## config.mk

```make
export PLATFORM = sky130hd
export DESIGN_NAME = j1939_receive_acceptance_filter
export DESIGN_NICKNAME = d
export VERILOG_FILES = /design/src/hw/rtl/jraf_pkg.sv /design/src/hw/rtl/j1939_receive_acceptance_filter.sv /design/src/hw/rtl/jraf_front.sv /design/src/hw/rtl/jraf_queue.sv /design/src/hw/rtl/jraf_back.sv
export SDC_FILE = /design/constraint.sdc
export NUM_CORES = 2
export LEC_CHECK = 0
export BUFFER_PORTS_ARGS = -buffer_cell sky130_fd_sc_hd__buf_4
export CAP_MARGIN = 20
export CORE_MARGIN = 10
export CORE_UTILIZATION = 43
export DETAILED_ROUTE_END_ITERATION = 8
export SYNTH_ARGS = -nofsm -noshare
export SYNTH_HDL_FRONTEND = slang
export SYNTH_SLANG_ARGS = --single-unit
```

## constraint.sdc

```tcl
create_clock -name clk -period 26 [get_ports clk]
set_input_delay 3.9 -clock clk [delete_from_list [all_inputs] [get_ports clk]]
set_output_delay 3.9 -clock clk [all_outputs]
set_load 0.005 [all_outputs]
```

## src/hw/rtl/jraf_pkg.sv

```systemverilog
// shared types and codes for the j1939 receive acceptance filter
`timescale 1ns / 1ps

package jraf_pkg;

	localparam int ACTION_W = 2;
	localparam int REG_IDX_W = 3;
	localparam int REG_DATA_W = 64;
	localparam int S_TDATA_W = 264;
	localparam int M_TDATA_W = 8;

	localparam logic [ACTION_W-1:0] ACT_CLASSIFY = 2'd0;
	localparam logic [ACTION_W-1:0] ACT_LOAD = 2'd1;
	localparam logic [ACTION_W-1:0] ACT_CLEAR = 2'd2;

	localparam logic [1:0] ORIGIN_BUS = 2'd0;
	localparam logic [1:0] ORIGIN_SELF = 2'd2;

	localparam logic [REG_IDX_W-1:0] REG_MODE_FLAGS = 3'd0;
	localparam logic [REG_IDX_W-1:0] REG_LOCAL_NAME = 3'd1;
	localparam logic [REG_IDX_W-1:0] REG_LOCAL_ADDR = 3'd2;
	localparam logic [REG_IDX_W-1:0] REG_PEER_NAME = 3'd3;
	localparam logic [REG_IDX_W-1:0] REG_PEER_ADDR = 3'd4;
	localparam logic [REG_IDX_W-1:0] REG_PGN_FILTER = 3'd5;
	localparam logic [REG_IDX_W-1:0] REG_IFACE_INDEX = 3'd6;

	localparam logic [7:0] ADDR_NONE = 8'd254;
	localparam logic [7:0] ADDR_UNICAST_MAX = 8'd253;
	localparam logic [18:0] PGN_FILTER_OFF = 19'h40000;

	typedef enum logic [1:0] {
		K_CLASSIFY,
		K_LOAD,
		K_CLEAR,
		K_NOP
	} kind_t;

	typedef struct packed {
		kind_t kind;
		logic pre_ok;
		logic dont_route;
		logic confirm;
		logic [17:0] pgn;
		logic [7:0] addr;
		logic [63:0] name;
		logic [17:0] pgn_care;
		logic [7:0] addr_care;
		logic [63:0] name_care;
	} cmd_t;

	typedef struct packed {
		logic accepted;
		logic dont_route;
		logic confirm;
		logic status;
	} res_t;

	typedef struct packed {
		logic full;
		logic empty;
	} qstat_t;

endpackage

```

## src/hw/rtl/j1939_receive_acceptance_filter.sv

```systemverilog
// top level of the j1939 receive acceptance filter
`timescale 1ns / 1ps
// Decides per received frame whether it is delivered to one endpoint.
// Input stream s_*: one transaction per item; tuser carries the action
// (classify frame, append filter entry, clear filter table), tdata the frame
// fields and, for appends, the filter masks. Output stream m_*: one
// transaction per input item with accepted, dont_route, confirm and status.
// Configuration registers are written through wr_en / wr_index / wr_data;
// the user must do so only with no item in flight; the block does not check it.
// An append, a clear, or a classify that fails the fixed checks or meets
// an empty table passes from the queue through the done state to the
// output register. A classify that reaches the filter table first scans
// the entries in order up to and including the first hit (all the
// entries loaded when none hits); the filter memory has one read port and
// yields one entry a cycle. The engine takes a new item only once the
// result of the last one has moved into the output register.
// A two-entry command queue takes new items while the table engine works.
// Reset clears the registers to their defaults and empties the table; the
// filter memory itself needs no clearing pass. When m_tready stays low the
// result is held, the engine waits, and s_tready falls once the queue fills.

module j1939_receive_acceptance_filter
	import jraf_pkg::*;
#(
	parameter int FILTER_SLOTS = 16
) (
	input  logic clk,
	input  logic arst_n,
	input  logic wr_en,
	input  logic [REG_IDX_W-1:0] wr_index,
	input  logic [REG_DATA_W-1:0] wr_data,
	input  logic s_tvalid,
	output logic s_tready,
	// frame_iface, frame_origin, frame_pgn, frame_src_addr, frame_dst_addr,
	// frame_src_name, frame_dst_name, load_pgn_mask, load_addr_mask,
	// load_name_mask, zero fill
	input  logic [S_TDATA_W-1:0] s_tdata,
	// action
	input  logic [ACTION_W-1:0] s_tuser,
	output logic m_tvalid,
	input  logic m_tready,
	// accepted, dont_route, confirm, status, zero fill
	output logic [M_TDATA_W-1:0] m_tdata
);

	cmd_t front_cmd;
	cmd_t q_cmd;
	logic q_valid;
	logic q_ready;
	qstat_t q_stat;
	res_t res;

	jraf_front u_front (
		.clk(clk),
		.arst_n(arst_n),
		.wr_en(wr_en),
		.wr_index(wr_index),
		.wr_data(wr_data),
		.action(s_tuser),
		.frame_iface(s_tdata[7:0]),
		.frame_origin(s_tdata[9:8]),
		.frame_pgn(s_tdata[27:10]),
		.frame_src_addr(s_tdata[35:28]),
		.frame_dst_addr(s_tdata[43:36]),
		.frame_src_name(s_tdata[107:44]),
		.frame_dst_name(s_tdata[171:108]),
		.load_pmask(s_tdata[189:172]),
		.load_amask(s_tdata[197:190]),
		.load_nmask(s_tdata[261:198]),
		.cmd(front_cmd)
	);

	jraf_queue u_queue (
		.clk(clk),
		.arst_n(arst_n),
		.push_valid(s_tvalid),
		.push_ready(s_tready),
		.push_cmd(front_cmd),
		.pop_valid(q_valid),
		.pop_ready(q_ready),
		.pop_cmd(q_cmd),
		.stat(q_stat)
	);

	jraf_back #(
		.FILTER_SLOTS(FILTER_SLOTS)
	) u_back (
		.clk(clk),
		.arst_n(arst_n),
		.cmd_valid(q_valid),
		.cmd_ready(q_ready),
		.cmd(q_cmd),
		.res_valid(m_tvalid),
		.res_ready(m_tready),
		.res(res)
	);

	assign m_tdata = {4'b0000, res.status, res.confirm, res.dont_route, res.accepted};

`ifndef SYNTHESIS
	a_confirm_routes: assert property (@(posedge clk) disable iff (!arst_n)
		m_tvalid && m_tdata[2] |-> m_tdata[1])
		else $error("confirm without dont_route");

	a_status_alone: assert property (@(posedge clk) disable iff (!arst_n)
		m_tvalid && m_tdata[3] |-> m_tdata[2:0] == 3'b000)
		else $error("table-full status on a classify result");

	a_full_stalls: assert property (@(posedge clk) disable iff (!arst_n)
		q_stat.full |-> !s_tready && !q_stat.empty)
		else $error("full queue still taking items");
`endif

endmodule

```

## src/hw/rtl/jraf_front.sv

```systemverilog
// front end: configuration registers and per-frame checks ahead of the filter table
`timescale 1ns / 1ps

module jraf_front
	import jraf_pkg::*;
(
	input  logic clk,
	input  logic arst_n,
	input  logic wr_en,
	input  logic [REG_IDX_W-1:0] wr_index,
	input  logic [REG_DATA_W-1:0] wr_data,
	input  logic [ACTION_W-1:0] action,
	input  logic [7:0] frame_iface,
	input  logic [1:0] frame_origin,
	input  logic [17:0] frame_pgn,
	input  logic [7:0] frame_src_addr,
	input  logic [7:0] frame_dst_addr,
	input  logic [63:0] frame_src_name,
	input  logic [63:0] frame_dst_name,
	input  logic [17:0] load_pmask,
	input  logic [7:0] load_amask,
	input  logic [63:0] load_nmask,
	output cmd_t cmd
);

	logic [4:0] mode_flags_q;
	logic [63:0] local_name_q;
	logic [7:0] local_addr_q;
	logic [63:0] peer_name_q;
	logic [7:0] peer_addr_q;
	logic [18:0] pgn_filter_q;
	logic [7:0] iface_index_q;

	logic self_c;
	logic dst_ok_c;
	logic src_ok_c;
	logic pgn_ok_c;
	logic route_ok_c;
	logic pre_ok_c;

	always_ff @(posedge clk or negedge arst_n) begin
		if (!arst_n) begin
			mode_flags_q <= '0;
			local_name_q <= '0;
			local_addr_q <= ADDR_NONE;
			peer_name_q <= '0;
			peer_addr_q <= ADDR_NONE;
			pgn_filter_q <= PGN_FILTER_OFF;
			iface_index_q <= '0;
		end else if (wr_en) begin
			case (wr_index)
				REG_MODE_FLAGS: mode_flags_q <= wr_data[4:0];
				REG_LOCAL_NAME: local_name_q <= wr_data;
				REG_LOCAL_ADDR: local_addr_q <= wr_data[7:0];
				REG_PEER_NAME: peer_name_q <= wr_data;
				REG_PEER_ADDR: peer_addr_q <= wr_data[7:0];
				REG_PGN_FILTER: pgn_filter_q <= wr_data[18:0];
				REG_IFACE_INDEX: iface_index_q <= wr_data[7:0];
				default: ;
			endcase
		end
	end

	always_comb begin
		self_c = (frame_origin == ORIGIN_SELF);
		if (local_name_q != '0 && frame_dst_name != '0) begin
			dst_ok_c = (local_name_q == frame_dst_name);
		end else if (frame_dst_addr <= ADDR_UNICAST_MAX) begin
			dst_ok_c = (local_addr_q == frame_dst_addr);
		end else begin
			dst_ok_c = mode_flags_q[4];
		end
		if (!mode_flags_q[1]) begin
			src_ok_c = 1'b1;
		end else if (peer_name_q != '0 && frame_src_name != '0) begin
			src_ok_c = (peer_name_q == frame_src_name);
		end else begin
			src_ok_c = (peer_addr_q == frame_src_addr);
		end
		pgn_ok_c = pgn_filter_q[18] || (pgn_filter_q[17:0] == frame_pgn);
		route_ok_c = mode_flags_q[2] || (dst_ok_c && src_ok_c && pgn_ok_c);
		pre_ok_c = (mode_flags_q[1:0] != 2'b00) && (iface_index_q == frame_iface)
			&& !(self_c && !mode_flags_q[3]) && route_ok_c;
	end

	always_comb begin
		cmd = '0;
		case (action)
			ACT_CLASSIFY: begin
				cmd.kind = K_CLASSIFY;
				cmd.pre_ok = pre_ok_c;
				cmd.dont_route = (frame_origin != ORIGIN_BUS);
				cmd.confirm = self_c;
				cmd.pgn = frame_pgn;
				cmd.addr = frame_src_addr;
				cmd.name = frame_src_name;
			end
			ACT_LOAD: begin
				cmd.kind = K_LOAD;
				cmd.pgn = frame_pgn & load_pmask;
				cmd.addr = frame_src_addr & load_amask;
				cmd.name = frame_src_name & load_nmask;
				cmd.pgn_care = load_pmask;
				cmd.addr_care = load_amask;
				cmd.name_care = load_nmask;
			end
			ACT_CLEAR: cmd.kind = K_CLEAR;
			default: cmd.kind = K_NOP;
		endcase
	end

endmodule

```

## src/hw/rtl/jraf_queue.sv

```systemverilog
// two-entry command queue between front end and table engine
`timescale 1ns / 1ps

module jraf_queue
	import jraf_pkg::*;
(
	input  logic clk,
	input  logic arst_n,
	input  logic push_valid,
	output logic push_ready,
	input  cmd_t push_cmd,
	output logic pop_valid,
	input  logic pop_ready,
	output cmd_t pop_cmd,
	output qstat_t stat
);

	cmd_t slot_q [2];
	logic wr_ptr_q;
	logic rd_ptr_q;
	logic [1:0] fill_q;

	logic push_c;
	logic pop_c;

	assign push_ready = (fill_q != 2'd2);
	assign pop_valid = (fill_q != 2'd0);
	assign pop_cmd = slot_q[rd_ptr_q];
	assign push_c = push_valid && push_ready;
	assign pop_c = pop_valid && pop_ready;
	assign stat.full = (fill_q == 2'd2);
	assign stat.empty = (fill_q == 2'd0);

	always_ff @(posedge clk) begin
		if (push_c) begin
			slot_q[wr_ptr_q] <= push_cmd;
		end
	end

	always_ff @(posedge clk or negedge arst_n) begin
		if (!arst_n) begin
			wr_ptr_q <= 1'b0;
			rd_ptr_q <= 1'b0;
			fill_q <= 2'd0;
		end else begin
			if (push_c) begin
				wr_ptr_q <= ~wr_ptr_q;
			end
			if (pop_c) begin
				rd_ptr_q <= ~rd_ptr_q;
			end
			case ({push_c, pop_c})
				2'b10: fill_q <= fill_q + 2'd1;
				2'b01: fill_q <= fill_q - 2'd1;
				default: ;
			endcase
		end
	end

endmodule

```

## src/hw/rtl/jraf_back.sv

```systemverilog
// table engine: filter memory, load and clear, one entry compared per cycle
`timescale 1ns / 1ps

module jraf_back
	import jraf_pkg::*;
#(
	parameter int FILTER_SLOTS = 16
) (
	input  logic clk,
	input  logic arst_n,
	input  logic cmd_valid,
	output logic cmd_ready,
	input  cmd_t cmd,
	output logic res_valid,
	input  logic res_ready,
	output res_t res
);

	localparam int IDX_W = (FILTER_SLOTS > 1) ? $clog2(FILTER_SLOTS) : 1;
	localparam int CNT_W = $clog2(FILTER_SLOTS + 1);
	localparam logic [CNT_W-1:0] SLOTS_CNT = CNT_W'(FILTER_SLOTS);

	typedef struct packed {
		logic [17:0] pgn_value;
		logic [17:0] pgn_care;
		logic [7:0] addr_value;
		logic [7:0] addr_care;
		logic [63:0] name_value;
		logic [63:0] name_care;
	} flt_t;

	typedef enum logic [1:0] {
		B_IDLE,
		B_SCAN,
		B_DONE
	} state_t;

	flt_t mem [FILTER_SLOTS];
	flt_t rdata_q;
	flt_t wr_entry_c;

	state_t state_q;
	cmd_t cmd_q;
	res_t res_q;
	res_t out_q;
	logic out_valid_q;
	logic rvalid_q;
	logic [CNT_W-1:0] count_q;
	logic [CNT_W-1:0] issue_q;

	logic pop_c;
	logic full_c;
	logic wr_en_c;
	logic rd_en_c;
	logic match_c;
	logic scan_c;
	logic out_load_c;
	res_t pop_res_c;

	assign cmd_ready = (state_q == B_IDLE);
	assign pop_c = cmd_valid && cmd_ready;
	assign full_c = (count_q == SLOTS_CNT);
	assign wr_en_c = pop_c && (cmd.kind == K_LOAD) && !full_c;
	assign res_valid = out_valid_q;
	assign res = out_q;
	assign scan_c = (cmd.kind == K_CLASSIFY) && cmd.pre_ok && (count_q != '0);
	assign out_load_c = (state_q == B_DONE) && (!out_valid_q || res_ready);

	assign match_c = rvalid_q
		&& ((cmd_q.pgn & rdata_q.pgn_care) == rdata_q.pgn_value)
		&& ((cmd_q.addr & rdata_q.addr_care) == rdata_q.addr_value)
		&& ((cmd_q.name & rdata_q.name_care) == rdata_q.name_value);
	assign rd_en_c = (state_q == B_SCAN) && !match_c && (issue_q != count_q);

	always_comb begin
		wr_entry_c.pgn_value = cmd.pgn;
		wr_entry_c.pgn_care = cmd.pgn_care;
		wr_entry_c.addr_value = cmd.addr;
		wr_entry_c.addr_care = cmd.addr_care;
		wr_entry_c.name_value = cmd.name;
		wr_entry_c.name_care = cmd.name_care;
	end

	always_comb begin
		pop_res_c = '0;
		case (cmd.kind)
			K_CLASSIFY: begin
				pop_res_c.accepted = cmd.pre_ok && (count_q == '0);
				pop_res_c.dont_route = cmd.dont_route;
				pop_res_c.confirm = cmd.confirm;
			end
			K_LOAD: pop_res_c.status = full_c;
			default: ;
		endcase
	end

	always_ff @(posedge clk) begin
		if (wr_en_c) begin
			mem[count_q[IDX_W-1:0]] <= wr_entry_c;
		end
		if (rd_en_c) begin
			rdata_q <= mem[issue_q[IDX_W-1:0]];
		end
	end

	always_ff @(posedge clk or negedge arst_n) begin
		if (!arst_n) begin
			state_q <= B_IDLE;
			cmd_q <= '0;
			res_q <= '0;
			out_q <= '0;
			out_valid_q <= 1'b0;
			rvalid_q <= 1'b0;
			count_q <= '0;
			issue_q <= '0;
		end else begin
			if (out_load_c) begin
				out_q <= res_q;
				out_valid_q <= 1'b1;
			end else if (res_ready) begin
				out_valid_q <= 1'b0;
			end
			case (state_q)
				B_IDLE: begin
					if (pop_c) begin
						cmd_q <= cmd;
						res_q <= pop_res_c;
						issue_q <= '0;
						rvalid_q <= 1'b0;
						state_q <= scan_c ? B_SCAN : B_DONE;
						if (cmd.kind == K_LOAD && !full_c) begin
							count_q <= count_q + CNT_W'(1);
						end else if (cmd.kind == K_CLEAR) begin
							count_q <= '0;
						end
					end
				end
				B_SCAN: begin
					if (match_c) begin
						res_q.accepted <= 1'b1;
						rvalid_q <= 1'b0;
						state_q <= B_DONE;
					end else if (issue_q == count_q) begin
						rvalid_q <= 1'b0;
						state_q <= B_DONE;
					end else begin
						rvalid_q <= 1'b1;
						issue_q <= issue_q + CNT_W'(1);
					end
				end
				B_DONE: begin
					if (out_load_c) begin
						state_q <= B_IDLE;
					end
				end
				default: state_q <= B_IDLE;
			endcase
		end
	end

endmodule

```

==> results by group <==
Routing
  – # DRC: 0
  – DR vias/cell: ~6
  – Vias: ~78000
  – Routed WL: 429000 um
  – Routed wire per std cell: 33.0 um
  – TritonRoute pass-1 iters: 7
  – Final ANT Viol Nets: 0
  – Iter 0 DRT Violations: around 8700

Worst setup path
  – Worst endpoint required time: about 27 ns
  – Slowest CP cell: buf_4
  – CP Class: in2async
  – CP Data Arrival Time: 7.67 ns
  – Critical path fanouts, max: 61
  – Most used cell, CP: buf_4
  – CP Capture Type: asynchronous set/reset pin
  – Worst path max stage delay: approximately 0.76 ns
  – Startpoint types: primary input
  – CP Cell Sequence: buf_8, buf_4, buf_4, buf_4, buf_4

Timing
  – RSZ-0062 raised after global routing: no
  – Slew at the pin with the worst max-slew slack: 1.30 ns
  – Setup Skew: about 0.07 ns
  – Setup violators final: 0
  – Setup Total Neg Slack: 0 ns
  – Crit share post-route: approximately a quarter
  – WHS: approximately 0.49 ns
  – Relative slew slack: 13.2%
  – FMAX: ~0.15 GHz
  – Slew Limit Fails: 0
  – Shortest period the worst path allows: ~6.8 ns
  – Final Hold Vio Count: 0

Clocking
  – Hold_buf cts: 0
  – Clock Path Buffers: 4
  – Clk slew on worst S/H paths: 0.06 ns
  – CTS buffer count: about 370
  – Clock latency on the worst-skew pair: 0.92 ns
  – Clk root buf: clkbuf_16
  – CTS HTree Levels: 5
  – Postcts setup bufs: 0
  – CTS tree: yes
  – Post-CTS sizing: 0
  – Clk sinks: roughly 3700

Logic synthesis
  – YS warnings: 0
  – Post-synthesis instance total: a little under 8000
  – FF+latch count, synth: 3722
  – Mux contribution to synthesized area: about 14%
  – Largest family of logic cells by synthesized area: multiplexers
  – Post-Syn Area: approximately 150000 sq um
  – Primary FF master, synth: edfxtp_1
  – Post-Synth Simple-Gate Area: approximately 3.2%
  – Synth cell types: 70
  – Post-synth EDFFs: between 3000 and 4000
  – Ys async rst share: under 10%
  – XOR/XNOR Fraction of Synth Area: 1.11%
  – Adder-cell area share of the yosys netlist: 0.0515%
  – Register area share after synthesis: between 70% and 80%
  – Post-synthesis compound-gate area fraction: roughly 4.7%
  – Synthesized area per cell: 18.9 sq um

Hold path
  – Tightest Hold Check Type: reg2reg

Floorplan
  – I/O pin total: 348
  – Die extent in y: about 600 um
  – Row count: 213
  – Die Wd: 602 um
  – Core Area: 337000 sq um
  – Area of the die: about 360000 sq um
  – Initial Util: between 40% and 50%

Placement
  – Post-DP HPWL: between 200000 and 250000 um
  – GP Congestion: 0.921
  – IO Port Bufs: 341

GRT
  – Initial antenna violation count: 52
  – All-layer global routing usage: between 20 and 25%
  – Vias in the first global route: approximately 78000
  – Largest net degree at the start of global routing: 120
  – Global-route wire length before repair: about 600000 um
  – GR Overflow Total: 0

Power and ir drop
  – Leakage power: between 50 and 60 nW
  – Pwr Density: about 92 nW/um^2
  – Worst VDD drop: ~0.065 mV

Cells and area
  – Leading cell types in the layout, fill and taps excluded: edfxtp_1, mux2_2, mux2i_1
  – Most common cell after layout, fill and taps aside: edfxtp_1
  – Share of layout cells above drive strength 1: between 20% and 30%
  – Area Overhead vs Synth: 14.0%
  – Nets: around 8500

Status
  – Status: completed

Run
  – Total of max-cap violations: 0
==> registers in the layout (all words and copies together) (netlist names), 2 cells and up <==
signal / cells
u_front.peer_addr_q: 8
u_back.cmd_q: 90
u_queue.slot_q: 370
u_back.res_q: 4
u_front.local_addr_q: 8
u_back.issue_q: 5
u_queue.fill_q: 2
u_back.state_q: 2
u_front.local_name_q: 64
u_front.pgn_filter_q: 19
u_front.iface_index_q: 8
u_front.peer_name_q: 64
u_back.res: 4
u_front.mode_flags_q: 5
u_back.rdata_q: 180
u_back.mem: 2880
u_back.count_q: 5
==> Yosys cell counts (6+ instances only) <==
library cell / n / share of area, %
clkbuf_1: 259 / 0.67
nand3b_1: 12 / 0.062
o21ai_0: 367 / 1.3
nor2_1: 31 / 0.080
nand2_1: 216 / 0.56
mux4_2: 360 / 5.6
a211oi_1: 11 / 0.057
a21oi_1: 217 / 0.75
o31ai_1: 6 / 0.031
dfrtp_1: 277 / 4.8
buf_2: 108 / 0.37
nand2b_1: 15 / 0.064
nor2b_1: 94 / 0.40
and3_1: 38 / 0.16
mux2i_1: 545 / 3.7
edfxtp_1: 3430 / 71
ha_1: 6 / 0.052
a221oi_1: 180 / 1.1
and3b_1: 24 / 0.14
a2111oi_0: 6 / 0.036
a21boi_0: 23 / 0.12
a21o_1: 11 / 0.057
o22a_1: 14 / 0.084
xor2_1: 141 / 0.85
xnor2_1: 43 / 0.26
dfstp_2: 15 / 0.27
nand4_1: 43 / 0.18
buf_1: 20 / 0.052
and2_1: 91 / 0.39
nor3b_1: 91 / 0.47
nor3_1: 9 / 0.031
nor4_1: 105 / 0.45
nand3_1: 16 / 0.055
a22oi_1: 180 / 0.93
mux2_2: 631 / 4.9
==> cells by family after synthesis <==
group,after synthesis
buffers and inverters,397
AOI/OAI and AO/OA,1055
adders and majority gates,6
xor gates and xnor gates,184
DFF,3722
other,1
muxes,1536
and+or+nand+nor,799
==> critical path: cells and delay by family <==
kind     cells  cell delay [ns]
buf+inv      5             3.37
==> where the power goes <==
group / switching, W / total, W / leakage, nW / internal, W
Combinational: 0.00140 / 0.00208 / 12.4 / 0.000682
Clock: 0.00224 / 0.00539 / 5.98 / 0.00315
Sequential: 0.000211 / 0.00781 / 34.6 / 0.00759
Total: 0.00385 / 0.0153 / 53.0 / 0.0114
==> metrics by stage <==
step | utilization [%] | instance area [sq um] | setup WS (ns) | power, W | instances
6_report | 49.3 | 166000 | 19.22 | 0.0153 | 13000
5_1_grt | 49.3 | 166000 | 18.84 | 0.0158 | 13000
4_1_cts | 49.3 | 166000 | 19.18 | 0.0153 | 13000
3_5_place_dp | 45.7 | 154000 | 18.23 | 0.00999 | 12300
3_3_place_gp | 45.6 | 154000 | 18.32 | 0.00989 | 12300
2_1_floorplan | - | 146000 | 6.56 | 0.00919 | 7703
==> final timing paths <==
kind | start | to | slack [ns] | cells after the start
max in group clk | s_tdata[83] | u_queue.slot_q[0][182] | 19.81 | 8
hold / removal | u_back.res_q[1] | u_back.res_q[1] | 0.49 | 2
min in group asynchronous | arst_n | u_front.local_name_q[37] | 2.97 | 1
setup reg to reg | u_queue.fill_q[0] | u_back.mem[15][15] | 20.08 | 9
setup / recovery | arst_n | u_front.local_name_q[7] | 19.22 | 5
hold reg to reg | u_back.res_q[1] | u_back.res_q[1] | 0.49 | 2
==> cell type report <==
type	instances	area, sq um
Fill cell	27400	171000
Sequential cell	3722	110000
Multi-Input combinational cell	3584	33900
Clock buffer	485	10300
Tap cell	4515	5650
Timing Repair Buffer	496	3980
Clock inverter	190	1910
Antenna cell	21	52.6
Inverter	5	23.8
==> routing by layer <==
metal | up-vias | GRT usage, % | share of wire, %
li1 | 32200 | - | -
met1 | 41200 | 30.7 | 40
met2 | 3438 | 38.6 | 49
met3 | 629 | 3.82 | 7.3
met4 | 42 | 6.72 | 3.2
met5 | - | 0 | 0.080
Power figures use the tool's default switching activity.
